$ cat src/hdl/variable_delay_cubic_feedback_top_assert.svh
// Assertion macros for the variable delay block.
`ifndef VARIABLE_DELAY_CUBIC_FEEDBACK_TOP_ASSERT_SVH
`define VARIABLE_DELAY_CUBIC_FEEDBACK_TOP_ASSERT_SVH
`ifndef SYNTHESIS
`define VDCF_ASSERT_IMP(name, clk, rst, ante, cons) \
  name: assert property (@(posedge clk) disable iff (rst) (ante) |-> (cons)) \
    else $error("same-cycle check failed");
`define VDCF_ASSERT_NXT(name, clk, rst, ante, cons) \
  name: assert property (@(posedge clk) disable iff (rst) (ante) |=> (cons)) \
    else $error("next-cycle check failed");
`else
`define VDCF_ASSERT_IMP(name, clk, rst, ante, cons)
`define VDCF_ASSERT_NXT(name, clk, rst, ante, cons)
`endif
`endif

$ cat src/hdl/vdcf_pkg.sv
`timescale 1ns / 1ps
`default_nettype none
package vdcf_pkg;

  localparam int SAMPLE_W = 16;
  localparam int MUL_W = 21;
  localparam int PROD_W = 2 * MUL_W;

  typedef logic signed [SAMPLE_W-1:0] sample_t;
  typedef logic signed [MUL_W-1:0] mul_t;
  typedef logic signed [PROD_W-1:0] prod_t;

  // Feedback weights 0.6 and 0.4 in Q1.15.
  localparam mul_t FB_DRY = 21'sd19661;
  localparam mul_t FB_WET = 21'sd13107;

  // Reciprocal of six, scaled by 2^DIV6_SHIFT and truncated.
  localparam mul_t DIV6_K = 21'sd174762;
  localparam int DIV6_SHIFT = 20;

  localparam logic REG_SPM = 1'b0;
  localparam logic REG_MAXD = 1'b1;

endpackage
`default_nettype wire

$ cat src/hdl/vdcf_mul.sv
`timescale 1ns / 1ps
`default_nettype none
module vdcf_mul (
  input  wire logic             clk,
  input  wire vdcf_pkg::mul_t   op_a,
  input  wire vdcf_pkg::mul_t   op_b,
  output vdcf_pkg::prod_t       prod
);

  always_ff @(posedge clk) begin
    prod <= op_a * op_b;
  end

endmodule
`default_nettype wire

$ cat config.mk
export PLATFORM = sky130hd
export DESIGN_NAME = vdcf_mul
export DESIGN_NICKNAME = d
export VERILOG_FILES = /design/src/hdl/variable_delay_cubic_feedback_top_assert.svh /design/src/hdl/vdcf_pkg.sv /design/src/hdl/vdcf_mul.sv
export SDC_FILE = /design/constraint.sdc
export NUM_CORES = 1
export LEC_CHECK = 0
export BUFFER_PORTS_ARGS = -buffer_cell sky130_fd_sc_hd__buf_2
export CAP_MARGIN = 5
export CORE_UTILIZATION = 43
export DETAILED_ROUTE_END_ITERATION = 10
export HOLD_SLACK_MARGIN = 0.06
export PLACE_DENSITY = 0.67
export SETUP_SLACK_MARGIN = 0.3
export SLEW_MARGIN = 20
export SYNTH_ARGS = -nofsm -noshare
export SYNTH_HDL_FRONTEND = slang
export SYNTH_SLANG_ARGS = --single-unit
export TNS_END_PERCENT = 50
$ cat constraint.sdc
create_clock -name clk -period 8.9 [get_ports clk]
set_clock_uncertainty 0.05 [all_clocks]
set_input_delay 0.445 -clock clk [delete_from_list [all_inputs] [get_ports clk]]
set_output_delay 0.445 -clock clk [all_outputs]
set_load 0.02 [all_outputs]
==> flow_summary.toml, run 1 <==
[status]
outcome = "completed"

[drt]
drt_iter0_markers = 529
vias = 12170
via_per_inst = 5.031
post-route-drc-count = 0
dr.pass1.iters = 5
final_antenna_net_count = 0
wl_um = 40760
wl_per_cell_um = 16.86

[worst_setup_path]
cp-start-kind = "input port"
cp_cell_sequence = "buf_2 > nand2_1 > fa_1 > inv_1 > fa_1 > fa_1 > inv_1 > fa_1 > inv_1 > fa_1 > fa_1 > inv_1 > fa_1 > inv_1 > ha_1 > a21o_1 > a21o_1 > a21oi_1 > nor2b_1 > o21a_1 > nor4_1 > a21oi_1 > xnor2_1"
crit_buf_inv = 6
path_class = "in -> reg"
cp_top_family = "adder cells"
cpPeakStageDelay_ns = 0.91
cp.required_ns = 9.02
cpMostUsedCell = "fa_1"
worst-path-max-fanout = 21
crit_path_end_kind = "register"
arrival_ns = 7.22
critical_path.slowest_cell = "fa_1"

[sta]
setup_slack_ns = 1.802
worst_pin_slew_ns = 0.8149
fin_hold_ws_ns = 0.5789
fin_tns_setup_ns = 0
period_share_pct = 79.75
period_needed_ns = 7.098
max_freq_mhz = 140.9
slew_headroom_pct = 45.61
rsz0062_at_grt = "no"
hold_viol = 0
finalSetupViolCount = 0
report.final.slew_viol_count = 0

[cells_and_area]
top_regs = "prod x42"
nets = 2503
design_area_mm2 = 0.01830
drive_gt1_share_pct = 5.500
largest_reg_flops = 42
largest-register = "prod"
area_growth_pct = 5.336

[global_route]
grt_overflow_total = 0
grt_pass1_wl_um = 70610
track_usage_pct = 21.90
grt_antenna_before_repair = 2
grt_max_degree = 22
grt_pass1_vias = 14410

[cts]
cts_sinks = 42
cts_buffer_depth = 2
numCtsBuffers = 5
htreeDepth = 2
post-cts-setup-buffers = 0
cts_root_buf = "clkbuf_16"
cts_tree = "yes"
cts.clk_slew.worst_paths_ns = 0.06
post_cts_resized = 0
ctsHoldBuffers = 0

[logic_synthesis]
ys_top_cells_by_area = "fa_1, inv_1, ha_1, and2_1, nand2_1"
synth_fp_nets = 2498
synth-seq-cells = 42
synth_top_cell_by_area = "fa_1"
synth.top_cell.area_share_pct = 52.89
syn_avg_cell_area_um2 = 9.217
ys_types = 52
ys_warn_count = 0
ys_seq_area_share_pct = 4.839
netlist_area_mm2 = 0.01737
syn_inst = 1885

[min_path]
worstHoldPathType = "in -> reg"

[placed_design]
pre_cts_ws_ns = 1.543
place_area_mm2 = 0.01813
dpl.hpwl_um = 34310
portBuffers = 84
gp_congestion = 0.8729

[floorplanning]
die_x_um = 203.0
rows = 73
coreArea_mm2 = 0.03982
die-area_mm2 = 0.04121
ioPinCount = 85
fp.dieH_um = 203.0
start_util_pct = 43.63

[run]
max_cap_viol_count = 0
==> metrics by stage <==
stage               std cells  utilization [%]
floorplan                1885                -
global route             2417            45.95
CTS                      2416            45.94
global placement         2408            45.52
finish                   2418            45.96
detailed placement       2408            45.52
==> synthesized netlist by cell type, drive strengths merged <==
master     n
a31o       1
a22oi      1
a211o      5
nor2      28
xnor2     35
o41ai      1
dfxtp     42
a311oi     1
a31oi      2
o2bb2ai    1
a21oi     41
nand2b     9
fa       459
a41oi      2
nor4       3
nor3       6
a211oi     2
nor2b      3
ha       111
nand3      7
and4       2
o21bai     4
o311ai     1
xor2      10
inv      511
o21ai     15
o31ai      4
buf        3
nand4      2
clkbuf    83
o41a       1
and3       3
o21a       3
or2        2
a221o      1
o211ai     6
or3        5
and2     201
nand2    242
a21boi     3
a21o      23
==> per-layer routing <==
layer,up-vias,wire (µm),track usage (%)
li1,5385,-,-
met1,6380,15500,25.27
met4,0,1839,9.023
met2,308,21980,41.55
met5,-,0,0
met3,92,1437,1.653
==> final cells by class <==
type	instances	area, µm²
Multi-Input combinational cell	1246	14290
Sequential cell	42	840.8
Tap cell	525	656.9
Clock inverter	3	45.04
Inverter	511	1918
Antenna cell	2	5.005
Timing Repair Buffer	84	420.4
Clock buffer	5	125.1
Fill cell	3903	21520
==> layout by cell type (no fill, tap or decap), types with 2 or more instances in the layout <==
cell,count
a211o_1,4
a21boi_0,2
a21o_1,22
a21oi_1,41
and2_1,200
and3_1,3
and4_2,2
buf_2,84
clkbuf_16,5
clkinvlp_4,2
dfxtp_1,42
diode_2,2
fa_1,459
ha_1,111
inv_1,511
nand2_1,242
nand2b_1,9
nand3_1,7
nand4_1,2
nor2_1,28
nor2b_1,3
nor3_1,6
nor4_1,3
o211ai_1,6
o21a_1,3
o21ai_0,13
o21ai_1,2
o21bai_1,4
o31ai_1,4
or3_1,5
xnor2_1,35
xor2_1,10
==> final timing paths <==
path / slack, ns / depth (start not counted) / endpoint / from
worst max-delay path: 1.80 / 23 / prod[41] / op_a[20]
worst min-delay path: 0.58 / 2 / prod[0] / op_b[0]
==> kinds of logic after synthesis <==
logic type,count (synthesis),synth area share [%]
AO/OA/AOI/OAI,118,4.544
XOR/XNOR,45,2.268
adder cells (fa/ha/maj),570,60.88
buffers and inverters,597,12.91
flip-flops,42,4.839
AND/OR/NAND/NOR,513,14.55
Power of run 1 is not shown: default switching activity piles up to over one toggle a cycle in this logic, so the estimate is an artifact.
==> inputs of run 2 (changes only) <==
--- a/config.mk
+++ b/config.mk
@@ -5,6 +5,7 @@
 export SDC_FILE = /design/constraint.sdc
 export NUM_CORES = 1
 export LEC_CHECK = 0
+export ABC_AREA = 1
 export BUFFER_PORTS_ARGS = -buffer_cell sky130_fd_sc_hd__buf_2
 export CAP_MARGIN = 5
 export CORE_UTILIZATION = 43
==> constraint.sdc (replaced) <==
create_clock -name clk -period 7.4 [get_ports clk]
set_clock_uncertainty 0.05 [all_clocks]
set_input_delay 0.37 -clock clk [delete_from_list [all_inputs] [get_ports clk]]
set_output_delay 0.37 -clock clk [all_outputs]
set_load 0.02 [all_outputs]
==> run 2 against run 1 <==
  * Largest cell class unchanged
  * Final cell count rose by 25%
  * Non-clock buffer count up 5
  * Design area rose by 8.2%
  * Via count grew 18%
  * Critical path depth is 3 lower
  * Sequential share of layout area shrank 0.35 points
  * Critical endpoint is now prod[38]
  * Wire length up 11%
  * Worst setup slack worse by 0.87 ns
  * Die area up 8.0%
==> flow_summary.toml, run 2 <==
[status]
outcome = "completed"

[worst_setup_path]
critical_path.slowest_cell = "fa_1"
path_class = "in -> reg"
worst-path-max-fanout = 21
cpPeakStageDelay_ns = 0.65
crit_path_end_kind = "register"
cp_cell_sequence = "buf_2 > nand2_1 > fa_1 > inv_1 > fa_1 > fa_1 > inv_1 > fa_1 > fa_1 > fa_1 > inv_1 > fa_1 > ha_1 > nand2_1 > nor2_1 > nand2_1 > nor2_1 > nand3_1 > nand4_1 > nand2_1"
arrival_ns = 6.62
cp.required_ns = 7.55
cpMostUsedCell = "fa_1"
cp-start-kind = "input port"

[cts]
cts.clk_slew.worst_paths_ns = 0.07
numCtsBuffers = 5
cts_sinks = 42
htreeDepth = 2
cts_buffer_depth = 2
cts_root_buf = "clkbuf_16"
cts_tree = "yes"
ctsHoldBuffers = 0
post-cts-setup-buffers = 0
post_cts_resized = 0

[global_route]
grt_pass1_wl_um = 79770
grt_overflow_total = 0
grt_pass1_vias = 16160
grt_max_degree = 23
track_usage_pct = 22.59
grt_antenna_before_repair = 2

[floorplanning]
fp.dieH_um = 211.0
die_x_um = 211.0
coreArea_mm2 = 0.04308
die-area_mm2 = 0.04451
start_util_pct = 43.59
ioPinCount = 85
rows = 76

[drt]
vias = 14410
wl_um = 45350
final_antenna_net_count = 0
via_per_inst = 4.756
post-route-drc-count = 0
dr.pass1.iters = 5
wl_per_cell_um = 14.97
drt_iter0_markers = 782

[cells_and_area]
drive_gt1_share_pct = 6.508
area_growth_pct = 5.464
largest_reg_flops = 42
nets = 3055
largest-register = "prod"
mostFrequentLayoutCell = "inv_1"
n_fill_cell = 4324
layout_common_cells = "inv_1, nand2_1, fa_1"
final_util_pct = 45.97
top_regs = "prod x42"

[sta]
fin_tns_setup_ns = 0
max_freq_mhz = 154.7
slew_headroom_pct = 38.20
rsz0062_at_grt = "no"
period_share_pct = 87.37
setup_slack_ns = 0.9348
period_needed_ns = 6.465
fin_hold_ws_ns = 0.4582
hold_viol = 0
worst_pin_slew_ns = 0.9259
finalSetupViolCount = 0
report.final.slew_viol_count = 0

[logic_synthesis]
syn_avg_cell_area_um2 = 7.728
async_flop_share_pct = 0
ys_warn_count = 0
ys_seq_area_share_pct = 4.478
ys_types = 35
synth-simple-area-share_pct = 18.30
synth-edff-count = 0
syn_inst = 2430
synth-xor-area-share_pct = 1.026
synth_common_cells = "inv_1, nand2_1, fa_1"
synth_top_family_by_area = "adder cells"
synth_fa_ha_area_share_pct = 56.33
synth.area.mux_share_pct = 0
synth_compound_area_share_pct = 1.899
synth.top_cell.area_share_pct = 48.93
synthFlopType = "dfxtp_1"
synth_fp_nets = 3043
synth_top_cell_by_area = "fa_1"
netlist_area_mm2 = 0.01878
yosysMostFrequentCell = "inv_1"
ys_top_cells_by_area = "fa_1, inv_1, nand2_1, ha_1, dfxtp_1"
synth-seq-cells = 42

[run]
max_cap_viol_count = 0

[placed_design]
portBuffers = 84
dpl.hpwl_um = 39910
pre_cts_ws_ns = 0.6249
gp_congestion = 0.9205

[min_path]
worstHoldPathType = "in -> reg"
[run 2: cell types whose count changed after synthesis, moves of 15 or more]
cell,delta
and2_1,-200
nand2_1,+417
a21o_1,-20
xnor2_1,-33
nor2_1,+45
inv_1,+297
nand3_1,+30
nand2_2,+15
[run 2: cells by family (layout without fill, tap and decap cells)]
family	after synthesis	in the layout
xor gates and xnor gates	22	22
and+or+nand+nor	835	835
AOI/OAI and AO/OA	62	62
buffers and inverters	899	912
DFF	42	42
adders and majority gates	570	570
other	0	1
[run 2: layer usage]
layer  vias to the layer above  share of wire, %  GRT usage, %  wire (µm)
li1                       6680                 -             -          -
met1                      7308                40         27.80      18240
met4                         2               3.1         6.697       1386
met2                       328                53         41.81      23830
met3                        87               4.2         2.052       1883
met5                         -             0.026             0         12
[run 2: final timing paths]
kind	cells after the start	slack, ns	from	endpoint
setup / recovery	20	0.93	op_b[4]	prod[38]
hold / removal	3	0.46	op_b[0]	prod[0]
[run 2: final cells by class]
type                    count  area [µm²]  area share (%)
multi-input cells        1489       14560           73.53
inverters                 815        3059           15.45
flip-flops and latches     42       840.8           4.246
well taps                 585       732.0           3.696
repair buffers             89       457.9           2.312
clock buffers               5       125.1          0.6318
clock inverters             3       23.77          0.1200
diodes                      1       2.502         0.01264
[run 2: stage by stage]
| step | std cells | instance area (µm²) |
|---|---|---|
| 5_1_grt | 3029 | 19800 |
| 4_1_cts | 3028 | 19800 |
| 2_1_floorplan | 2430 | 18780 |
| 3_3_place_gp | 3020 | 19650 |
| 6_report | 3029 | 19800 |
| 3_5_place_dp | 3020 | 19650 |
[run 2: worst max-delay path: cells and delay by family]
kind          cells  cell delay (ns)
fa+ha+maj         8             4.29
simple gates      8             1.22
buf+inv           4             0.72
Power of run 2 is left out for the same reason.
