===== src/hdl/variable_delay_cubic_feedback_top_assert.svh =====
// Assertion macros for the variable delay block.
`ifndef VARIABLE_DELAY_CUBIC_FEEDBACK_TOP_ASSERT_SVH
`define VARIABLE_DELAY_CUBIC_FEEDBACK_TOP_ASSERT_SVH
`ifndef SYNTHESIS
`define VDCF_ASSERT_IMP(name, clk, rst, ante, cons) \
  name: assert property (@(posedge clk) disable iff (rst) (ante) |-> (cons)) \
    else $error("same-cycle check failed");
`define VDCF_ASSERT_NXT(name, clk, rst, ante, cons) \
  name: assert property (@(posedge clk) disable iff (rst) (ante) |=> (cons)) \
    else $error("next-cycle check failed");
`else
`define VDCF_ASSERT_IMP(name, clk, rst, ante, cons)
`define VDCF_ASSERT_NXT(name, clk, rst, ante, cons)
`endif
`endif


===== src/hdl/vdcf_pkg.sv =====
`timescale 1ns / 1ps
`default_nettype none
package vdcf_pkg;

  localparam int SAMPLE_W = 16;
  localparam int MUL_W = 21;
  localparam int PROD_W = 2 * MUL_W;

  typedef logic signed [SAMPLE_W-1:0] sample_t;
  typedef logic signed [MUL_W-1:0] mul_t;
  typedef logic signed [PROD_W-1:0] prod_t;

  // Feedback weights 0.6 and 0.4 in Q1.15.
  localparam mul_t FB_DRY = 21'sd19661;
  localparam mul_t FB_WET = 21'sd13107;

  // Reciprocal of six, scaled by 2^DIV6_SHIFT and truncated.
  localparam mul_t DIV6_K = 21'sd174762;
  localparam int DIV6_SHIFT = 20;

  localparam logic REG_SPM = 1'b0;
  localparam logic REG_MAXD = 1'b1;

endpackage
`default_nettype wire


===== src/hdl/vdcf_ctrl.sv =====
`timescale 1ns / 1ps
`default_nettype none
module vdcf_ctrl #(
  parameter int LINE_DEPTH = 4096,
  parameter int FRAC_BITS = 8
) (
  input  wire logic                          clk,
  input  wire logic                          rst,
  input  wire logic [15:0]                   spm,
  input  wire logic [11:0]                   maxd,
  input  wire logic                          ring_busy,
  input  wire logic                          in_valid,
  output logic                               in_stall,
  input  wire vdcf_pkg::sample_t             sample_in,
  input  wire logic [15:0]                   delay_msec,
  output logic                               out_valid,
  input  wire logic                          out_stall,
  output vdcf_pkg::sample_t                  sample_out,
  output logic [$clog2(LINE_DEPTH)-1:0]      raddr,
  input  wire vdcf_pkg::sample_t             rdata,
  output logic                               wen,
  output logic [$clog2(LINE_DEPTH)-1:0]      waddr,
  output vdcf_pkg::sample_t                  wdata,
  output vdcf_pkg::mul_t                     op_a,
  output vdcf_pkg::mul_t                     op_b,
  input  wire vdcf_pkg::prod_t               prod
);

  localparam int AW = $clog2(LINE_DEPTH);
  localparam int CW = (AW > 12) ? AW : 12;
  localparam int DQW = 16 + FRAC_BITS;
  localparam int HW = CW + FRAC_BITS;
  localparam int XW = (DQW > HW) ? DQW : HW;
  localparam int ONE = 1 << FRAC_BITS;

  localparam logic [4:0] ST_IDLE  = 5'd0;
  localparam logic [4:0] ST_DLY   = 5'd1;
  localparam logic [4:0] ST_CLAMP = 5'd2;
  localparam logic [4:0] ST_BASE  = 5'd3;
  localparam logic [4:0] ST_RA    = 5'd4;
  localparam logic [4:0] ST_RB    = 5'd5;
  localparam logic [4:0] ST_RC    = 5'd6;
  localparam logic [4:0] ST_RD    = 5'd7;
  localparam logic [4:0] ST_T1    = 5'd8;
  localparam logic [4:0] ST_M1    = 5'd9;
  localparam logic [4:0] ST_T2    = 5'd10;
  localparam logic [4:0] ST_M2    = 5'd11;
  localparam logic [4:0] ST_R2    = 5'd12;
  localparam logic [4:0] ST_M3    = 5'd13;
  localparam logic [4:0] ST_Q     = 5'd14;
  localparam logic [4:0] ST_V3    = 5'd15;
  localparam logic [4:0] ST_M4    = 5'd16;
  localparam logic [4:0] ST_Y     = 5'd17;
  localparam logic [4:0] ST_F1    = 5'd18;
  localparam logic [4:0] ST_F2    = 5'd19;
  localparam logic [4:0] ST_F3    = 5'd20;
  localparam logic [4:0] ST_OUT   = 5'd21;

  // Round to nearest with ties away from zero, then shift right.
  function automatic vdcf_pkg::prod_t rnd_shift(input vdcf_pkg::prod_t v, input int s);
    vdcf_pkg::prod_t half;
    half = vdcf_pkg::prod_t'(1) <<< (s - 1);
    if (v < 0) begin
      rnd_shift = (v + half - vdcf_pkg::prod_t'(1)) >>> s;
    end else begin
      rnd_shift = (v + half) >>> s;
    end
  endfunction

  function automatic vdcf_pkg::sample_t sat16(input vdcf_pkg::mul_t v);
    if (v > vdcf_pkg::mul_t'(32767)) begin
      sat16 = 16'sh7fff;
    end else if (v < vdcf_pkg::mul_t'(-32768)) begin
      sat16 = -16'sh8000;
    end else begin
      sat16 = v[15:0];
    end
  endfunction

  logic [4:0] state;
  logic [AW-1:0] wr_idx;

  vdcf_pkg::sample_t dry;
  logic [15:0] dms;
  logic [AW-1:0] n;
  logic [FRAC_BITS-1:0] f;
  logic [AW-1:0] base;
  vdcf_pkg::sample_t ta;
  vdcf_pkg::sample_t tb;
  vdcf_pkg::mul_t cmb;
  vdcf_pkg::mul_t v1;
  vdcf_pkg::mul_t e;
  vdcf_pkg::mul_t t;
  vdcf_pkg::mul_t m;
  logic neg;
  vdcf_pkg::mul_t q;
  vdcf_pkg::mul_t v3;
  vdcf_pkg::sample_t dly;
  vdcf_pkg::prod_t acc;
  vdcf_pkg::sample_t fb;

  logic [DQW-1:0] dq_raw;
  logic [CW-1:0] mx_ext;
  logic [CW-1:0] mx_c;
  logic [XW-1:0] dq_lo;
  logic [XW-1:0] dq_hi;
  logic [XW-1:0] dq_a;
  logic [XW-1:0] dq;
  logic [AW:0] bdiff;
  logic [AW-1:0] base_next;
  vdcf_pkg::mul_t f_ext;
  vdcf_pkg::prod_t rf;
  vdcf_pkg::mul_t rf_w;
  vdcf_pkg::mul_t q0;
  vdcf_pkg::mul_t rem;
  logic signed [16:0] ysum;
  logic out_load;

  assign dq_raw = prod[31 -: DQW];
  assign mx_ext = CW'(maxd);
  assign mx_c = (mx_ext < CW'(2)) ? CW'(2) :
                (mx_ext > CW'(LINE_DEPTH - 4)) ? CW'(LINE_DEPTH - 4) : mx_ext;
  assign dq_lo = XW'(ONE + 1);
  assign dq_hi = XW'({mx_c, {FRAC_BITS{1'b0}}});
  assign dq_a = (XW'(dq_raw) < dq_lo) ? dq_lo : XW'(dq_raw);
  assign dq = (dq_a > dq_hi) ? dq_hi : dq_a;

  assign bdiff = {1'b0, wr_idx} - {1'b0, n};
  assign base_next = bdiff[AW] ? AW'(bdiff + (AW + 1)'(LINE_DEPTH)) : bdiff[AW-1:0];

  assign f_ext = {{(vdcf_pkg::MUL_W - FRAC_BITS){1'b0}}, f};
  assign rf = rnd_shift(prod, FRAC_BITS);
  assign rf_w = vdcf_pkg::mul_t'(rf);
  assign q0 = vdcf_pkg::mul_t'(prod >>> vdcf_pkg::DIV6_SHIFT);
  assign rem = m - (q0 <<< 2) - (q0 <<< 1);
  assign ysum = {dry[15], dry} + {dly[15], dly};

  assign out_load = (state == ST_OUT) && (!out_valid || !out_stall);
  assign in_stall = (state != ST_IDLE) || ring_busy;

  assign wen = out_load;
  assign waddr = wr_idx;
  assign wdata = fb;

  always_comb begin
    unique case (state)
      ST_RA: raddr = (base == AW'(LINE_DEPTH - 1)) ? '0 : base + AW'(1);
      ST_RC: raddr = (base == '0) ? AW'(LINE_DEPTH - 1) : base - AW'(1);
      ST_RD: raddr = (base < AW'(2)) ? base + AW'(LINE_DEPTH - 2) : base - AW'(2);
      default: raddr = base;
    endcase
  end

  always_comb begin
    unique case (state)
      ST_DLY: begin
        op_a = {{(vdcf_pkg::MUL_W - 16){1'b0}}, dms};
        op_b = {{(vdcf_pkg::MUL_W - 16){1'b0}}, spm};
      end
      ST_M1: begin
        op_a = v1;
        op_b = f_ext;
      end
      ST_M2: begin
        op_a = t;
        op_b = vdcf_pkg::mul_t'(ONE) - f_ext;
      end
      ST_M3: begin
        op_a = m;
        op_b = vdcf_pkg::DIV6_K;
      end
      ST_M4: begin
        op_a = v3;
        op_b = f_ext;
      end
      ST_F1: begin
        op_a = vdcf_pkg::mul_t'(dry);
        op_b = vdcf_pkg::FB_DRY;
      end
      ST_F2: begin
        op_a = vdcf_pkg::mul_t'(dly);
        op_b = vdcf_pkg::FB_WET;
      end
      default: begin
        op_a = '0;
        op_b = '0;
      end
    endcase
  end

  always_ff @(posedge clk) begin
    if (rst) begin
      state <= ST_IDLE;
      wr_idx <= '0;
      out_valid <= 1'b0;
    end else begin
      if (out_load) begin
        out_valid <= 1'b1;
      end else if (out_valid && !out_stall) begin
        out_valid <= 1'b0;
      end
      unique case (state)
        ST_IDLE: begin
          if (in_valid && !in_stall) begin
            state <= ST_DLY;
          end
        end
        ST_DLY:   state <= ST_CLAMP;
        ST_CLAMP: state <= ST_BASE;
        ST_BASE:  state <= ST_RA;
        ST_RA:    state <= ST_RB;
        ST_RB:    state <= ST_RC;
        ST_RC:    state <= ST_RD;
        ST_RD:    state <= ST_T1;
        ST_T1:    state <= ST_M1;
        ST_M1:    state <= ST_T2;
        ST_T2:    state <= ST_M2;
        ST_M2:    state <= ST_R2;
        ST_R2:    state <= ST_M3;
        ST_M3:    state <= ST_Q;
        ST_Q:     state <= ST_V3;
        ST_V3:    state <= ST_M4;
        ST_M4:    state <= ST_Y;
        ST_Y:     state <= ST_F1;
        ST_F1:    state <= ST_F2;
        ST_F2:    state <= ST_F3;
        ST_F3:    state <= ST_OUT;
        ST_OUT: begin
          if (out_load) begin
            wr_idx <= (wr_idx == AW'(LINE_DEPTH - 1)) ? '0 : wr_idx + AW'(1);
            state <= ST_IDLE;
          end
        end
        default: state <= ST_IDLE;
      endcase
    end
  end

  always_ff @(posedge clk) begin
    case (state)
      ST_IDLE: begin
        dry <= sample_in;
        dms <= delay_msec;
      end
      ST_CLAMP: begin
        n <= dq[FRAC_BITS +: AW];
        f <= dq[FRAC_BITS-1:0];
      end
      ST_BASE: base <= base_next;
      ST_RB: ta <= rdata;
      ST_RC: tb <= rdata;
      ST_RD: cmb <= vdcf_pkg::mul_t'(rdata) - vdcf_pkg::mul_t'(tb);
      ST_T1: begin
        v1 <= vdcf_pkg::mul_t'(rdata) - vdcf_pkg::mul_t'(ta) - (cmb + (cmb <<< 1));
        e <= vdcf_pkg::mul_t'(rdata) + (vdcf_pkg::mul_t'(ta) <<< 1)
             - (vdcf_pkg::mul_t'(tb) + (vdcf_pkg::mul_t'(tb) <<< 1));
      end
      ST_T2: t <= rf_w + e;
      ST_R2: begin
        neg <= rf_w[vdcf_pkg::MUL_W-1];
        m <= (rf_w[vdcf_pkg::MUL_W-1] ? -rf_w : rf_w) + vdcf_pkg::mul_t'(3);
      end
      ST_Q: q <= (rem >= vdcf_pkg::mul_t'(6)) ? q0 + vdcf_pkg::mul_t'(1) : q0;
      ST_V3: v3 <= cmb - (neg ? -q : q);
      ST_Y: dly <= sat16(vdcf_pkg::mul_t'(tb) + rf_w);
      ST_F2: acc <= prod;
      ST_F3: fb <= sat16(vdcf_pkg::mul_t'(rnd_shift(acc + prod, 15)));
      ST_OUT: begin
        if (out_load) begin
          sample_out <= ysum[16:1];
        end
      end
      default: begin
      end
    endcase
  end

endmodule
`default_nettype wire


===== config.mk =====
export PLATFORM = sky130hd
export DESIGN_NAME = vdcf_ctrl
export DESIGN_NICKNAME = d
export VERILOG_FILES = /design/src/hdl/variable_delay_cubic_feedback_top_assert.svh /design/src/hdl/vdcf_pkg.sv /design/src/hdl/vdcf_ctrl.sv
export SDC_FILE = /design/constraint.sdc
export NUM_CORES = 1
export LEC_CHECK = 0
export ABC_AREA = 1
export BUFFER_PORTS_ARGS = -buffer_cell sky130_fd_sc_hd__buf_2
export CAP_MARGIN = 10
export CELL_PAD_IN_SITES_DETAIL_PLACEMENT = 1
export CELL_PAD_IN_SITES_GLOBAL_PLACEMENT = 1
export CORE_MARGIN = 2
export CORE_UTILIZATION = 34
export DETAILED_ROUTE_END_ITERATION = 10
export PLACE_DENSITY = 0.59
export SLEW_MARGIN = 10
export SYNTH_ARGS = -nofsm -noshare
export SYNTH_HDL_FRONTEND = slang
export SYNTH_SLANG_ARGS = --single-unit

===== constraint.sdc =====
create_clock -name clk -period 9.25 [get_ports clk]
set_clock_uncertainty 0.05 [all_clocks]
set_input_delay 0.4625 -clock clk [delete_from_list [all_inputs] [get_ports clk]]
set_output_delay 0.4625 -clock clk [all_outputs]
set_load 0.1 [all_outputs]

==> results by group, run 1 <==
CTS
  • Post-CTS clock slew at the launch and capture registers of the worst setup and hold paths: 0.06 ns
  • H-tree depth reported by CTS: 2
  • Num Clock Sinks: about 350
  • Number of buffers created by CTS: 46
  • Worst-case clock buffer depth: 3
  • CTS hold repair buffers: 36
  • Clock latency at the later pin of the worst-skew pair: around 0.61 ns
  • Number of buffers inserted to repair setup after CTS: 0
  • Clock tree from TritonCTS: done
  • Buffer cell driving the clock tree root: sky130_fd_sc_hd__clkbuf_16
  • Number of resized instances in the post-cts repair step: 0

Setup path
  • Family with the most delay on the worst path: simple AND/OR/NAND/NOR gates
  • Total buffers and inverters traversed by the critical path: 4
  • Dominant cell type by count on the critical path: sky130_fd_sc_hd__nand2_1
  • Crit-path max FO: 23
  • Reg-to-reg critical path startpoint: m[7]
  • Element type at the critical path start: primary input
  • Crit Path Category: primary input to register
  • Setup slack on the worst flop-to-flop path: 3.66 ns
  • Number of gates on the worst path with buffers counted: 25
  • Number of cells traversed by the worst register-to-register path: 23
  • Kind of end point of the critical path: register
  • Slowest cell on the critical path: sky130_fd_sc_hd__nand2_1
  • Crit path arrival time: approximately 6 ns
  • Data required time at the worst endpoint: about 9.7 ns
  • Slowest stage delay, CP: approximately 1.1 ns
  • Beginning of the critical path: prod[20]

Yosys
  • Combinational family with the most area after synthesis: simple AND/OR/NAND/NOR gates
  • Synthesized-area fraction occupied by ao, oa, aoi and oai cells: 0.0892
  • Synthesized instance count: around 3,800
  • Number of warnings reported in the yosys synthesis log: 0
  • Mux cell area share after synthesis: 0
  • Mapped Avg Cell Area: about 8.0 sq um
  • Number of distinct library cells after synthesis: 63
  • Number of storage elements in the synthesis netlist: 346
  • FFs w/ async S/R, synth: 0
  • Netlist area before placement: roughly 0.030 sq mm
  • Register area share after synthesis: 0.338
  • Adder and majority gate portion of the synthesized area: 0.167
  • EDFF count, synth: around 330
  • Dominant synthesized flop cell: sky130_fd_sc_hd__edfxtp_1
  • Simple-gate share of the synthesized area: 0.251
  • Area share of xor/xnor cells in the synthesized design: 0.0774

Power and ir drop
  • Net switching fraction of the power: 0.388
  • Part of the power in the clock network: 0.325
  • P_leak: ~16 nW
  • Combinational cell fraction of total power: 0.327
  • Worst IR Drop VDD: around 0.00015 V
  • Areal power density over the cells: between 150 and 200 mW/mm^2
  • Power Internal: 3.52 mW
  • Part of the total power dissipated in sequential elements: 0.347
  • Power spent charging and discharging nets: 2.23 mW

Layout
  • Leading cell type in the layout, fill and taps excluded: sky130_fd_sc_hd__nand2_1
  • Net count of the finished layout: between 4,000 and 5,000
  • Area Overhead vs Synth: 14.9%
  • Ratio of cells with drive above 1 in the final layout: 0.103
  • Commonest non-fill, non-tap cells in the layout: sky130_fd_sc_hd__nand2_1 (987), sky130_fd_sc_hd__inv_1 (549), sky130_fd_sc_hd__edfxtp_1 (328), sky130_fd_sc_hd__nor2_1 (288), sky130_fd_sc_hd__ha_1 (257)

Detailed routing
  • Number of antenna-violating nets in the routed design: 0
  • Routed WL: between 100 and 150 mm
  • 1st-iter DRT viols: ~1,500
  • 1st-pass router iterations: 4
  • Mean routed wirelength per cell: around 21 um
  • Via count of the routed design: roughly 27,000
  • Via density per instance: 5.05
  • Post-route DRC violation count: 0

Min path
  • Number of stages on the worst hold path: 1
  • Worst min path class: primary input to register
  • Worst min-delay path startpoint: prod[3]

Floorplanning
  • Area enclosed by the die boundary: between 0.09 and 0.1 sq mm
  • Die span in y: approximately 300 um
  • Area of the core region: roughly 0.088 sq mm
  • Count of pins on the block boundary: around 220
  • Row cnt: between 100 and 150
  • Die Wd: ~300 um
  • Initial core utilization: 0.343

Timing
  • Tcrit/Tclk final: 0.616
  • Max-slew violation count: 0
  • Relative slew slack: 0.264
  • Setup total negative slack: 0 ns
  • Final count of hold timing violations: 0
  • Final min period: 5.69 ns
  • Setup Viol. Count Final: 0
  • RSZ-0062 raised after global routing: false
  • Final hold slack: around 0.042 ns
  • FMAX: roughly 180 MHz
  • Slew of the pin with the lowest slew margin: ~1.1 ns

Global routing
  • Via count of the first global-routing pass: 27,200
  • Overall track demand over capacity in global routing: 0.241
  • Total gr overflow: 0
  • Largest net degree at the start of global routing: 44
  • Global-route wire length before repair: approximately 170 mm
  • Initial antenna violation count: 8

Place
  • Placed wire-length estimate after detailed placement: 93.2 mm
  • Final Wtd Congestion: about 0.89
  • Input/output buffers: between 200 and 250

Run
  • Maximum Capacitance Violations: 0

Outcome
  • Run status: completed
stage by stage:
step	setup slack (ns)	utilization	instances	power [mW]	instance area (sq um)
2_1_floorplan	4.32	-	3793	3.32	30300
3_3_place_gp	3.08	0.372	5159	3.89	32800
3_5_place_dp	3.04	0.372	5159	3.90	32800
4_1_cts	3.63	0.394	5279	5.80	34700
5_1_grt	2.86	0.394	5279	6.02	34800
6_report	3.56	0.394	5280	5.75	34800
power by group through the flow:
stage	sequential (mW)	clock (mW)	combinational, mW
after floorplan	1.98	0	1.34
after global placement	2.03	0	1.86
after detailed placement	2.03	0	1.87
after CTS	2.00	1.91	1.89
after global routing	2.01	1.96	2.06
final	2.00	1.87	1.88
path summary, 6_finish.rpt:
kind                to
min             acc[3]
max reg2reg       q[9]
min reg2reg  out_valid
max               q[9]
final cells by class:
class | instances | area [sq um]
clock inverters | 30 | 368
repair buffers | 277 | 1620
fillers | 10700 | 53500
inverters | 572 | 2150
clock buffers | 54 | 1180
diodes | 1 | 2.50
multi-input cells | 2835 | 17800
flip-flops and latches | 346 | 10200
well taps | 1165 | 1460
flip-flops by register name, indices dropped and copies added (netlist names), 8 cells and up:
name	flops
dry	16
acc	42
n	12
wdata	16
ta	16
dly	16
base	12
q	21
v3	21
waddr	12
v1	21
dms	16
tb	16
e	19
cmb	17
f	8
sample_out	16
t	21
m	21
worst register-to-register path, delay by kind of cell, from the launching register on:
kind,cells,cell delay (ns)
AND/OR/NAND/NOR,13,2.75
adder cells (fa/ha/maj),2,0.83
AO/OA/AOI/OAI,6,0.98
buffers and inverters,2,0.31
flip-flops,1,0.50
logic make-up (layout without fill, tap and decap cells):
group                    after synthesis  in the layout
AND/OR/NAND/NOR                     1757           1757
buffers and inverters                612            933
other                                  1              5
flip-flops                           346            346
AO/OA/AOI/OAI                        462            462
adder cells (fa/ha/maj)              349            349
XOR/XNOR                             263            263
synthesized netlist by cell type, types with 9 or more instances:
library cell / count / area (sq um)
sky130_fd_sc_hd__inv_1: 549 / 2060
sky130_fd_sc_hd__nor2_1: 305 / 1140
sky130_fd_sc_hd__dfxtp_1: 18 / 360
sky130_fd_sc_hd__ha_1: 257 / 3220
sky130_fd_sc_hd__o211ai_1: 9 / 67.6
sky130_fd_sc_hd__o21ai_0: 107 / 536
sky130_fd_sc_hd__nand3_1: 215 / 1080
sky130_fd_sc_hd__nand3_2: 9 / 90.1
sky130_fd_sc_hd__xnor2_1: 68 / 596
sky130_fd_sc_hd__inv_2: 16 / 60.1
sky130_fd_sc_hd__nor2_2: 18 / 113
sky130_fd_sc_hd__nand2_1: 987 / 3700
sky130_fd_sc_hd__nor4_1: 12 / 75.1
sky130_fd_sc_hd__nor2_4: 14 / 158
sky130_fd_sc_hd__nand2_2: 17 / 106
sky130_fd_sc_hd__a21oi_1: 215 / 1080
sky130_fd_sc_hd__nor3_1: 53 / 265
sky130_fd_sc_hd__edfxtp_1: 328 / 9850
sky130_fd_sc_hd__a21o_1: 9 / 67.6
sky130_fd_sc_hd__a22o_1: 11 / 96.3
sky130_fd_sc_hd__clkbuf_1: 26 / 97.6
sky130_fd_sc_hd__a221oi_1: 10 / 87.6
sky130_fd_sc_hd__xor2_1: 190 / 1660
sky130_fd_sc_hd__nand4_1: 89 / 557
sky130_fd_sc_hd__o21bai_1: 17 / 128
sky130_fd_sc_hd__a22oi_1: 17 / 128
sky130_fd_sc_hd__nand3b_1: 12 / 90.1
sky130_fd_sc_hd__fa_1: 92 / 1840
layer usage:
metal	vias to the layer above	routed length, um	global-route usage
li1	13100	-	-
met1	12900	52000	0.327
met2	481	50700	0.396
met3	132	5580	0.0420
met4	6	2950	0.0632
met5	-	41	0
Note: power is estimated with default switching activity, not from simulation.
==> run 2, diff against run 1 <==
- PLACE_DENSITY: 0.59 -> 0.61
- clock period: 9.25 -> 5.15 ns (I/O delays scaled with it)
==> run 2 against run 1 <==
Net effect:
- worst hold slack improved by 0.0066 ns
- core utilization rose by 1.1 points
- cell area rose by 2.8%
- power rose by 81%
- worst setup slack got worse by 3.3 ns
- clock power rose by 82%
- sequential share of layout area fell by 0.80 points
- count of clock-buffer cells in the layout rose by 2
- critical path type unchanged
- critical endpoint is now f[2]
- largest power group unchanged
==> results by group, run 2 (synthesis gave the netlist of run 1 again) <==
Layout
  • Area of the multi-input gates: 0.0178 sq mm (about the same)
  • Register bank with the most flops: acc (unchanged)
  • Commonest non-fill, non-tap cells in the layout: sky130_fd_sc_hd__nand2_1 (983), sky130_fd_sc_hd__inv_1 (549), sky130_fd_sc_hd__edfxtp_1 (328), sky130_fd_sc_hd__nor2_1 (285), sky130_fd_sc_hd__ha_1 (256) (was sky130_fd_sc_hd__nand2_1 (987), sky130_fd_sc_hd__inv_1 (549), sky130_fd_sc_hd__edfxtp_1 (328), sky130_fd_sc_hd__nor2_1 (288), sky130_fd_sc_hd__ha_1 (257))
  • Ratio of cells with drive above 1 in the final layout: 0.112 (was 0.103)
  • Total of fill cells in the finished design: 10,700 (unchanged)
  • Total area of sequential cells: 0.0102 sq mm (unchanged)
  • Net count of the finished layout: 4,646 (was 4,550)
  • Area Overhead vs Synth: 18.1% (was 14.9%)
  • Leading cell type in the layout, fill and taps excluded: sky130_fd_sc_hd__nand2_1 (unchanged)
  • Number of flip-flops under the largest register name: 42 (unchanged)

CTS
  • Number of buffers created by CTS: 48 (was 46)
  • Clock tree from TritonCTS: done (unchanged)
  • Post-CTS clock slew at the launch and capture registers of the worst setup and hold paths: 0.06 ns (about the same)
  • H-tree depth reported by CTS: 2 (unchanged)
  • Number of buffers inserted to repair setup after CTS: 0 (unchanged)
  • Clock latency at the later pin of the worst-skew pair: 0.62 ns (was 0.61 ns)
  • Num Clock Sinks: 346 (unchanged)
  • Buffer cell driving the clock tree root: sky130_fd_sc_hd__clkbuf_16 (unchanged)
  • Worst-case clock buffer depth: 3 (unchanged)

Detailed routing
  • Routed WL: 112 mm (was 111 mm)
  • Via density per instance: 5.06 (was 5.05)
  • Number of antenna-violating nets in the routed design: 0 (unchanged)
  • Post-route DRC violation count: 0 (unchanged)
  • 1st-pass router iterations: 5 (was 4)
  • 1st-iter DRT viols: 1,595 (was 1,495)
  • Mean routed wirelength per cell: 20.8 um (was 21.1 um)
  • Via count of the routed design: 27,200 (was 26,700)

Place
  • Final Wtd Congestion: 0.899 (was 0.886)
  • DP Worst Slack: -0.0450 ns (was 3.04 ns)
  • Input/output buffers: 219 (unchanged)
  • Placed wire-length estimate after detailed placement: 93.1 mm (was 93.2 mm)

Timing
  • Slew of the pin with the lowest slew margin: 1.10 ns (about the same)
  • Tcrit/Tclk final: 0.942
  • Final min period: 4.85 ns
  • Setup Viol. Count Final: 0 (unchanged)
  • Final hold slack: 0.0488 ns (was 0.0423 ns)
  • Min setup slack post-route: 0.300 ns (was 3.56 ns)
  • Relative slew slack: 0.265 (was 0.264)
  • Max-slew violation count: 0 (unchanged)
  • FMAX: 206 MHz
  • Final count of hold timing violations: 0 (unchanged)

Floorplanning
  • Initial core utilization: 0.343 (unchanged)
  • Count of pins on the block boundary: 224 (unchanged)
  • Area of the core region: 0.0882 sq mm (unchanged)
  • Die Wd: 302 um (unchanged)
  • Die span in y: 302 um (unchanged)
  • Area enclosed by the die boundary: 0.0914 sq mm (unchanged)
  • Row cnt: 109 (unchanged)

Outcome
  • Run status: completed (unchanged)

Setup path
  • Crit path arrival time: 5.28 ns (was 6.09 ns)
  • Crit-path max FO: 10 (was 23)
  • Data required time at the worst endpoint: 5.58 ns (was 9.65 ns)
  • Crit Path Category: primary input to register (unchanged)
  • Element type at the critical path start: primary input (unchanged)
  • Kind of end point of the critical path: register (unchanged)

Global routing
  • Overall track demand over capacity in global routing: 0.245 (was 0.241)
  • Total gr overflow: 0 (unchanged)
  • Via count of the first global-routing pass: 27,900 (was 27,200)
  • Largest net degree at the start of global routing: 43 (was 44)
  • Global-route wire length before repair: 170 mm (was 166 mm)
  • Initial antenna violation count: 4 (was 8)

Power and ir drop
  • Areal power density over the cells: 292 mW/mm^2 (was 166 mW/mm^2)
  • P_leak: 16.4 nW (was 16.0 nW)
  • Worst IR Drop VDD: 0.000348 V (was 0.000145 V)

Min path
  • Worst min path class: primary input to register (unchanged)

Run
  • Maximum Capacitance Violations: 0 (unchanged)
==> run 2: where the power goes <==
| part | switching (mW) | internal [mW] | leakage, nW |
|---|---|---|---|
| logic | 2.50 | 0.946 | 12.5 |
| registers | 0.160 | 3.43 | 3.13 |
| clock network | 1.40 | 1.99 | 0.763 |
| total | 4.06 | 6.37 | 16.4 |
==> run 2: path summary, 6_finish.rpt <==
check / start / end / slack [ns] / cells past startpoint
worst max-delay path: prod[23] / f[2] / 0.30 / 21
worst min register to register: waddr[0] / waddr[0] / 0.47 / 2
worst min-delay path: maxd[7] / n[7] / 0.05 / 3
worst max register to register: cmb[1] / v1[19] / 0.54 / 15
==> run 2: worst max-delay path, stage by stage <==
cell                            delay (ns)
sky130_fd_sc_hd__dlygate4sd3_1        0.53
sky130_fd_sc_hd__buf_2                0.27
sky130_fd_sc_hd__inv_1                0.32
sky130_fd_sc_hd__ha_1                 0.30
sky130_fd_sc_hd__nand2_1              0.09
sky130_fd_sc_hd__a21oi_1              0.05
sky130_fd_sc_hd__o21ai_0              0.14
sky130_fd_sc_hd__and3_1               0.43
sky130_fd_sc_hd__nor2_1               0.22
sky130_fd_sc_hd__ha_1                 0.35
sky130_fd_sc_hd__nand2_1              0.22
sky130_fd_sc_hd__nor4_1               0.52
sky130_fd_sc_hd__buf_4                0.24
sky130_fd_sc_hd__nand3_1              0.07
sky130_fd_sc_hd__o21ai_0              0.16
sky130_fd_sc_hd__inv_1                0.06
sky130_fd_sc_hd__nor2_1               0.17
sky130_fd_sc_hd__clkinv_1             0.09
sky130_fd_sc_hd__buf_4                0.20
sky130_fd_sc_hd__nor3_1               0.32
sky130_fd_sc_hd__buf_4                0.24
==> run 2: cell type report <==
cell class | count | share of cell area
Multi-Input combinational cell | 2835 | 0.499
Sequential cell | 346 | 0.286
Timing Repair Buffer | 371 | 0.0695
Inverter | 572 | 0.0601
Tap cell | 1165 | 0.0408
Clock buffer | 56 | 0.0347
Clock inverter | 33 | 0.00987
Antenna cell | 1 | 0.0000700
==> run 2: per-stage QoR <==
stage / util / power [mW] / cells / TNS, ns / instance area (sq um)
final: 0.405 / 10.4 / 5379 / 0 / 35700
after CTS: 0.404 / 10.5 / 5378 / 0 / 35700
after global routing: 0.405 / 11.0 / 5378 / -1.29 / 35700
after floorplan: - / 5.96 / 3793 / 0 / 30300
after global placement: 0.375 / 7.00 / 5190 / 0 / 33100
after detailed placement: 0.375 / 7.03 / 5190 / -0.304 / 33100
==> run 2: what timing repair did <==
| item | 4_1_cts | 5_1_grt |
|---|---|---|
| setup endpoints to repair | 0 | 32 |
| resized for setup | 0 | 21 |
| hold buffers | 99 | 0 |
| endpoints found under the hold margin | 117 | 0 |
==> run 2: metal layers <==
layer | vias to the layer above | GRT usage | wire (um)
li1 | 13300 | - | -
met3 | 106 | 0.0232 | 5190
met2 | 486 | 0.415 | 52900
met1 | 13300 | 0.336 | 51400
met4 | 0 | 0.0591 | 2510
met5 | - | 0 | 0
==> run 3, diff against run 2 <==
- BUFFER_PORTS_ARGS: -buffer_cell sky130_fd_sc_hd__buf_2 -> -buffer_cell sky130_fd_sc_hd__buf_4
==> run 3 against run 2 <==
Net effect:
- core utilization grew 0.54 points
- first-iteration DRC count grew 3.6%
- combinational power grew 3%
- non-clock buffer count shrank 5
- clock power is essentially flat
- die area is the same
- global-route usage is essentially flat
- worst hold slack lost 0.015 ns
- routed wire length grew 0.29%
- largest cell class unchanged
- largest power group unchanged
==> results by group, run 3 (synthesis gave the netlist of run 1 again) <==
Detailed routing
  • 1st-pass router iterations: 5 (unchanged)
  • Post-route DRC violation count: 0 (unchanged)
  • Mean routed wirelength per cell: 20.9 um (was 20.8 um)
  • Routed WL: 112 mm (about the same)
  • Via density per instance: 5.04 (was 5.06)
  • Via count of the routed design: 27,100 (was 27,200)
  • Number of antenna-violating nets in the routed design: 0 (unchanged)
  • 1st-iter DRT viols: 1,652 (was 1,595)

Power and ir drop
  • Combinational cell fraction of total power: 0.336 (was 0.330)
  • Part of the total power dissipated in sequential elements: 0.342 (was 0.344)
  • Part of the power in the clock network: 0.322 (was 0.326)
  • Net switching fraction of the power: 0.389 (about the same)
  • Areal power density over the cells: 290 mW/mm^2 (was 292 mW/mm^2)
  • Worst IR Drop VDD: 0.000241 V (was 0.000348 V)
  • Power Internal: 6.42 mW (was 6.37 mW)
  • Total power: 10.5 mW (was 10.4 mW)
  • Power spent charging and discharging nets: 4.09 mW (was 4.06 mW)
  • P_leak: 16.5 nW (was 16.4 nW)

Place
  • DP Cell Count: 5,187 (was 5,190)
  • Input/output buffers: 219 (unchanged)
  • Final Wtd Congestion: 0.888 (was 0.899)
  • Placed wire-length estimate after detailed placement: 92.8 mm (was 93.1 mm)
  • DP Worst Slack: -0.0571 ns (was -0.0450 ns)

Floorplanning
  • Die Wd: 302 um (unchanged)
  • Count of pins on the block boundary: 224 (unchanged)
  • Area enclosed by the die boundary: 0.0914 sq mm (unchanged)
  • Initial core utilization: 0.343 (unchanged)
  • Row cnt: 109 (unchanged)
  • Area of the core region: 0.0882 sq mm (unchanged)
  • Die span in y: 302 um (unchanged)

Setup path
  • Crit path arrival time: 5.07 ns (was 5.28 ns)
  • Crit-path max FO: 4 (was 10)
  • Data required time at the worst endpoint: 5.49 ns (was 5.58 ns)
  • Element type at the critical path start: register (was primary input)
  • Kind of end point of the critical path: register (unchanged)
  • Crit Path Category: register to register (was primary input to register)

CTS
  • Clock latency at the later pin of the worst-skew pair: 0.64 ns (was 0.62 ns)
  • Post-CTS clock slew at the launch and capture registers of the worst setup and hold paths: 0.06 ns (about the same)
  • Worst-case clock buffer depth: 3 (unchanged)
  • Buffer cell driving the clock tree root: sky130_fd_sc_hd__clkbuf_16 (unchanged)
  • H-tree depth reported by CTS: 2 (unchanged)
  • Num Clock Sinks: 346 (unchanged)
  • Number of buffers created by CTS: 47 (was 48)
  • Clock tree from TritonCTS: done (unchanged)

Timing
  • Final count of hold timing violations: 0 (unchanged)
  • Relative slew slack: 0.272 (was 0.265)
  • Max-slew violation count: 0 (unchanged)
  • Tcrit/Tclk final: 0.919 (was 0.942)
  • Slew of the pin with the lowest slew margin: 1.09 ns (was 1.10 ns)
  • Setup total negative slack: 0 ns (unchanged)
  • Min setup slack post-route: 0.418 ns (was 0.300 ns)
  • Final min period: 4.73 ns (was 4.85 ns)
  • RSZ-0062 raised after global routing: false
  • FMAX: 211 MHz (was 206 MHz)
  • Setup Viol. Count Final: 0 (unchanged)
  • Final hold slack: 0.0336 ns (was 0.0488 ns)

Layout
  • Ratio of cells with drive above 1 in the final layout: 0.110 (was 0.112)
  • Number of flip-flops under the largest register name: 42 (unchanged)
  • Commonest non-fill, non-tap cells in the layout: sky130_fd_sc_hd__nand2_1 (984), sky130_fd_sc_hd__inv_1 (549), sky130_fd_sc_hd__edfxtp_1 (328), sky130_fd_sc_hd__nor2_1 (286), sky130_fd_sc_hd__buf_4 (269) (was sky130_fd_sc_hd__nand2_1 (983), sky130_fd_sc_hd__inv_1 (549), sky130_fd_sc_hd__edfxtp_1 (328), sky130_fd_sc_hd__nor2_1 (285), sky130_fd_sc_hd__ha_1 (256))
  • Net count of the finished layout: 4,640 (was 4,646)
  • Register bank with the most flops: acc (unchanged)
  • Leading cell type in the layout, fill and taps excluded: sky130_fd_sc_hd__nand2_1 (unchanged)
  • Area Overhead vs Synth: 19.7% (was 18.1%)
  • Final non-filler cell total: 5,370 (was 5,379)

Global routing
  • Via count of the first global-routing pass: 27,800 (was 27,900)
  • Total gr overflow: 0 (unchanged)
  • Initial antenna violation count: 9 (was 4)
  • Global-route wire length before repair: 168 mm (was 170 mm)
  • Overall track demand over capacity in global routing: 0.245 (about the same)
  • Largest net degree at the start of global routing: 43 (unchanged)

Min path
  • Worst min path class: primary input to register (unchanged)

Run
  • Maximum Capacitance Violations: 0 (unchanged)

Outcome
  • Run status: completed (unchanged)
-- run 3: what timing repair did --
| action | in CTS | in global routing |
|---|---|---|
| resized for setup | 0 | 19 |
| endpoints found under the setup margin | 0 | 38 |
| endpoints found under the hold margin | 131 | 0 |
| buffers inserted | 0 | 0 |
| hold buffers | 97 | 0 |
-- run 3: final cells by class --
class                   instances  area [sq um]
clock inverters                29           347
clock buffers                  55          1220
repair buffers                366          2990
flip-flops and latches        346         10200
multi-input cells            2835         17800
inverters                     572          2150
diodes                          2          5.00
fillers                     10600         52000
well taps                    1165          1460
-- run 3: routing by layer --
layer  GRT usage  part of all wire
met2       0.403              0.46
met3      0.0390             0.050
met5           0           0.00023
met1       0.328              0.46
met4      0.0772             0.031
-- run 3: final timing paths --
path                 start       end  slack [ns]  cells after the start
setup reg to reg    cmb[3]    v1[19]        0.42                     15
hold reg to reg   waddr[0]  waddr[0]        0.46                      2
hold / removal     maxd[3]      n[3]        0.03                      3
setup / recovery    cmb[3]    v1[19]        0.42                     15
-- run 3: power groups by stage --
stage	Clock, mW	Sequential [mW]	Combinational, mW
2_1_floorplan	0	3.55	2.41
3_3_place_gp	0	3.65	3.42
3_5_place_dp	0	3.64	3.45
4_1_cts	3.49	3.59	3.54
5_1_grt	3.56	3.61	3.85
6_report	3.39	3.59	3.53
-- run 3: per-stage QoR --
stage,area (sq um),util
global placement,33600,0.381
floorplan,30300,-
detailed placement,33600,0.381
CTS,36100,0.409
finish,36200,0.410
global route,36200,0.410
-- run 3: worst max-delay path, cell delays in order, from the launching register on --
cell and delay, ns:
sky130_fd_sc_hd__edfxtp_1 0.57, sky130_fd_sc_hd__inv_1 0.16, sky130_fd_sc_hd__fa_1 0.55, sky130_fd_sc_hd__fa_1 0.42, sky130_fd_sc_hd__ha_1 0.38, sky130_fd_sc_hd__nand2_1 0.07, sky130_fd_sc_hd__o21ai_0 0.26, sky130_fd_sc_hd__a21oi_1 0.15
sky130_fd_sc_hd__o21ai_0 0.41, sky130_fd_sc_hd__a21oi_1 0.23, sky130_fd_sc_hd__o21ai_0 0.32, sky130_fd_sc_hd__a31oi_1 0.17, sky130_fd_sc_hd__o21ai_0 0.31, sky130_fd_sc_hd__a21o_1 0.18, sky130_fd_sc_hd__a21oi_1 0.07, sky130_fd_sc_hd__xor2_1 0.14
